## src/rtl/core/rbe_pkg.sv

```systemverilog
// ----------------------------------------------------------------------------
// rANS byte encoder package
// Shared widths, action codes, beat types and controller interface structs.
// ----------------------------------------------------------------------------
package rbe_pkg;

   localparam int SCALE_BITS  = 12;
   localparam int ALPHABET    = 256;

   localparam int STATE_W     = 32;
   localparam int FREQ_W      = 13;
   localparam int START_W     = 12;
   localparam int SYM_W       = 8;
   localparam int BYTE_W      = 8;
   localparam int TABLE_DEPTH = 256;
   localparam int REM_W       = FREQ_W + 1;
   localparam int DIV_STEPS   = STATE_W;
   localparam int CNT_W       = $clog2(DIV_STEPS);
   localparam int FIN_BYTES   = STATE_W / BYTE_W;
   localparam int FIN_W       = $clog2(FIN_BYTES);
   localparam int BOUND_SHIFT = 31 - SCALE_BITS;
   localparam int CMP_W       = STATE_W + FREQ_W;
   localparam int SYM_CMP_W   = SYM_W + 1;
   localparam int ENTRY_W     = FREQ_W + START_W;

   localparam logic [STATE_W-1:0] LOWER_BOUND = STATE_W'(1) << 23;

   localparam logic [1:0] ACT_LOAD   = 2'd0;
   localparam logic [1:0] ACT_ENCODE = 2'd1;
   localparam logic [1:0] ACT_FINISH = 2'd2;

   typedef struct packed {
      logic [1:0]         action;
      logic [SYM_W-1:0]   symbol;
      logic [FREQ_W-1:0]  frequency;
      logic [START_W-1:0] start_req;
   } req_type;

   typedef struct packed {
      logic [BYTE_W-1:0] out_byte;
      logic              status;
      logic              last;
   } rsp_type;

   typedef struct packed {
      logic capture;
      logic table_write;
      logic latch_entry;
      logic emit;
      logic emit_reject;
      logic emit_last;
      logic shift_byte;
      logic count_step;
      logic div_init;
      logic div_step;
      logic update;
      logic restore;
   } cmd_type;

   typedef struct packed {
      logic zero_freq;
      logic above_bound;
      logic slot_free;
      logic div_done;
      logic fin_last;
   } stat_type;

endpackage

```

## src/rtl/core/rbe_ctrl.sv

```systemverilog
// ----------------------------------------------------------------------------
// rANS byte encoder controller
// Sequences table loads, renormalization, the serial divide and finish runs.
// ----------------------------------------------------------------------------
module rbe_ctrl (
   input  logic              clock,
   input  logic              reset,
   input  logic              req_valid,
   output logic              req_ready,
   input  logic [1:0]        req_action,
   input  rbe_pkg::stat_type stat,
   output rbe_pkg::cmd_type  cmd
);
   import rbe_pkg::*;

   typedef enum logic [5:0] {
      ST_IDLE   = 6'b000001,
      ST_LOOKUP = 6'b000010,
      ST_RENORM = 6'b000100,
      ST_DIVIDE = 6'b001000,
      ST_UPDATE = 6'b010000,
      ST_FINISH = 6'b100000
   } state_type;

   state_type state_ff, state_in;

   always_comb begin
      state_in  = state_ff;
      cmd       = '0;
      req_ready = 1'b0;
      case (state_ff)
         ST_IDLE: begin
            req_ready = 1'b1;
            if (req_valid) begin
               cmd.capture = 1'b1;
               case (req_action)
                  ACT_LOAD:   cmd.table_write = 1'b1;
                  ACT_ENCODE: state_in = ST_LOOKUP;
                  ACT_FINISH: state_in = ST_FINISH;
                  default:    state_in = ST_IDLE;
               endcase
            end
         end
         ST_LOOKUP: begin
            cmd.latch_entry = 1'b1;
            state_in        = ST_RENORM;
         end
         ST_RENORM: begin
            if (stat.zero_freq) begin
               if (stat.slot_free) begin
                  cmd.emit        = 1'b1;
                  cmd.emit_reject = 1'b1;
                  state_in        = ST_IDLE;
               end
            end else if (stat.above_bound) begin
               if (stat.slot_free) begin
                  cmd.emit       = 1'b1;
                  cmd.shift_byte = 1'b1;
               end
            end else begin
               cmd.div_init = 1'b1;
               state_in     = ST_DIVIDE;
            end
         end
         ST_DIVIDE: begin
            cmd.div_step   = 1'b1;
            cmd.count_step = 1'b1;
            if (stat.div_done) begin
               state_in = ST_UPDATE;
            end
         end
         ST_UPDATE: begin
            cmd.update = 1'b1;
            state_in   = ST_IDLE;
         end
         ST_FINISH: begin
            if (stat.slot_free) begin
               cmd.emit       = 1'b1;
               cmd.emit_last  = stat.fin_last;
               cmd.shift_byte = 1'b1;
               cmd.count_step = 1'b1;
               if (stat.fin_last) begin
                  cmd.restore = 1'b1;
                  state_in    = ST_IDLE;
               end
            end
         end
         default: state_in = ST_IDLE;
      endcase
   end

   always_ff @(posedge clock) begin
      if (reset) begin
         state_ff <= ST_IDLE;
      end else begin
         state_ff <= state_in;
      end
   end

endmodule

```

## config.mk

```make
export PLATFORM = sky130hd
export DESIGN_NAME = rbe_ctrl
export DESIGN_NICKNAME = d
export VERILOG_FILES = /design/src/rtl/core/rbe_pkg.sv /design/src/rtl/core/rbe_ctrl.sv
export SDC_FILE = /design/constraint.sdc
export NUM_CORES = 1
export LEC_CHECK = 0
export ABC_AREA = 1
export BUFFER_PORTS_ARGS = -buffer_cell sky130_fd_sc_hd__buf_4
export CELL_PAD_IN_SITES_DETAIL_PLACEMENT = 0
export CELL_PAD_IN_SITES_GLOBAL_PLACEMENT = 1
export CORE_UTILIZATION = 29
export DETAILED_ROUTE_END_ITERATION = 10
export MAX_ROUTING_LAYER = met4
export PLACE_DENSITY = 0.73
export SYNTH_ARGS = -nofsm -noshare
export SYNTH_HDL_FRONTEND = slang
export SYNTH_SLANG_ARGS = --single-unit
```

## constraint.sdc

```tcl
create_clock -name clock -period 1.5 [get_ports clock]
set_clock_uncertainty 0.05 [all_clocks]
set_input_delay 0.075 -clock clock [delete_from_list [all_inputs] [get_ports clock]]
set_output_delay 0.075 -clock clock [all_outputs]
set_load 0.01 [all_outputs]
```

==> impl_results.md <==
- Run status: finished clean
- Detailed router's first-iteration violation count: 9
- Largest family of logic cells by synthesized area: simple AND/OR/NAND/NOR gates
- Final Wtd Congestion: 0.735
- Number of flip-flops in the largest register: 6
- # nets final: 130
- First-pass GRT wire length: between 2000 and 2500 um
- DIE WIDTH: around 44 um
- Crit path from: state_ff[0]
- Max Cap Viol: 0
- Initial antenna violation count: 0
- Worst min-delay path class: in -> reg
- Post-route design area: roughly 800 um^2
- Num Clock Sinks: 6
- Fin Hold WS: 0.117 ns
- Die Span Y: between 40 and 50 um
- Final Hold Violating Endpoints: 0
- Crit path buf inv count: 2
- Total number of vias: about 600
- CP Launch Type: flop
- Placed cell areas: roughly 700 um^2
- Post-synth top area share: between 20% and 30%
- CTS Buf Count: 3
- Worst path top cell family by delay: simple AND/OR/NAND/NOR gates
- Syn_nets: a little under 100
- Xor and xnor fraction of the mapped netlist area: 0%
- Skew-Pair Late Insertion Delay: ~0.24 ns
- Placed cell count: 129
- Final WL: ~1400 um
- Pin count of the biggest net entering global routing: 7
- Setup WS post-layout: approximately 0.016 ns
- Top-Level Pins: 23
- Slew Limit Fails: 0
- Most frequent cells in the layout: buf_4, inv_1, nand2_1, nor2_1, nand4_1
- Pwr dens: slightly above 900 nW/um^2
- Syn Area/Cell: between 6 and 7 um^2
- Worst path slowest cell: dfxtp_2
- Residual DRC count: 0
- Most common cell after layout, fill and taps aside: buf_4
- CP endpoint: cmd[0]
- Top cells by area, synth: dfxtp_1, inv_1, nand2_1, ha_1, nand4_1
- Cell Rows: 14
- Clock Tree Buf Depth: 2
- Crit Reg-Reg Endpoint: state_ff[5]
- Critical Path RT: approximately 1.4 ns
- IO buf count: 22
- Setup TNS: 0 ns
- Synth warn: 0
- Post-synthesis adder-cell area fraction: 7.18%
- WP depth: 5
- Slew headroom: 83.3%
- Top cell type by total area after synthesis: dfxtp_1
- Fraction of synthesized area in multiplexers: 0%
- Power, Total: about 0.74 mW
- Crit-path cells: nor2_4, buf_6, nand4_1, nor2_2, buf_4
- Min cycle time layout: between 1 and 1.5 ns
- Initial core utilization: approximately a third
- Fmax: slightly below 0.7 GHz
- Final Util: between 50% and 60%
- Worst VDD drop: 445 uV
- Clock transition at path regs: ~0.040 ns
- Worst Tran Pin Value: 0.249 ns
- Crit path arrival time: around 1.4 ns
- # H-tree levels: 1
- CTS tree: done
- Largest regs: state_ff (6)
- Area Growth Syn to Fin: 55.7%
- CP max stage delay: 0.33 ns
- R2r startpoint: state_ff[1]
- Syn Inst Count: 84
- Worst slack, placed: 0.181 ns
- Fin cells: 139
- Post-synthesis sequential area ratio: between 20% and 30%
- Filler cell count: around 170
- Leakage: approximately 0.46 nW
- Largest reg by FF count: state_ff
- Cells on worst reg2reg path: 9
- CTS root buf: clkbuf_4
- Vias in the first global route: between 500 and 600
- Grt ovf: 0
- WHS Path Cells: 4
- Post-synthesis simple-gate area fraction: 46.9%
- Library cells used by synthesis: 17
- Via density: about 4.3
- Yosys reg bits: 6
- DP HPWL: between 1000 and 1500 um
- Synth Area in Compound Gates: under 10%
- Core Box Area: roughly 1600 um^2
- Post-DRT Antenna Nets: 0
- Crit Path Max Fanout: 4
- Hold path start: req_valid
- Share of layout cells above drive strength 1: roughly 44%
- RSZ-0062 raised after global routing: yes
- R2R setup slack: between 0.1 and 0.15 ns
- WS Path Type: reg -> out
- ANT cells: 0
- Crit end category: primary output
- Final setup violation count: 0
- Syn Std Cell Area: 523 um^2
- DR WL/cell: 9.85 um
- Die area: approximately 2000 um^2
- Total GRT Usage: between 10% and 20%
- Drt first pass iters: 4
- Tcrit/Tclk final: 99.0%
-- power breakdown --
| part | switching [mW] | internal (mW) |
|---|---|---|
| sequential | 0.0256 | 0.186 |
| combinational | 0.206 | 0.181 |
| clock | 0.0550 | 0.0903 |
-- synth_stat cells --
| cell type | count |
|---|---|
| nand4_1 | 6 |
| nand3_2 | 1 |
| a21oi_1 | 4 |
| nor2_1 | 10 |
| nand2_2 | 3 |
| nand3_1 | 3 |
| nor3_1 | 2 |
| o21ai_0 | 2 |
| o31ai_1 | 1 |
| nor2_4 | 3 |
| inv_1 | 20 |
| buf_4 | 1 |
| ha_1 | 3 |
| nand2_1 | 15 |
| and2_2 | 1 |
| nor2_2 | 3 |
| dfxtp_1 | 6 |
-- area by class of cell --
class	instances	area, um^2	share of cell area [%]
tap	24	30.0	3.69
sequential	6	128	15.7
multi-input combinational	57	335	41.2
clock buffer	3	22.5	2.76
inverter	20	75.1	9.22
timing repair buffer	29	224	27.5
-- how the worst min path moves through the flow --
stage,to
global placement,state_ff[4]
floorplan,state_ff[2]
global route,state_ff[0]
detailed placement,state_ff[3]
CTS,state_ff[3]
finish,state_ff[0]
-- timing repair --
item                       CTS  global route
gates resized for setup      3            10
hold buffers                 1             0
cloned                       0             0
hold endpoints to repair     3             0
setup endpoints to repair    2             5
setup buffers                3             3
pin swaps                    4             6
-- worst register-to-register path, stage by stage (launching register included) --
cell	delay, ns
dfxtp_2	0.36
nor2_4	0.05
buf_6	0.12
buf_4	0.13
nand4_1	0.13
nand2_2	0.07
nor2_2	0.18
nand2_1	0.07
nand2_1	0.07
nor2_1	0.04
-- routing by layer --
layer	track usage [%]	share of wire [%]	vias to the layer above
met2	24.1	48	17
li1	-	-	324
met1	19.6	47	256
met4	7.27	0.73	0
met5	-	0	-
met3	4.90	3.9	2
-- cell families (layout without fill, tap and decap cells) --
logic type      Yosys count  in the layout
flops                     6              6
simple gates             47             47
fa+ha+maj                 3              3
compound gates            7              7
buf+inv                  21             52
(Power assumes the default switching activity.)
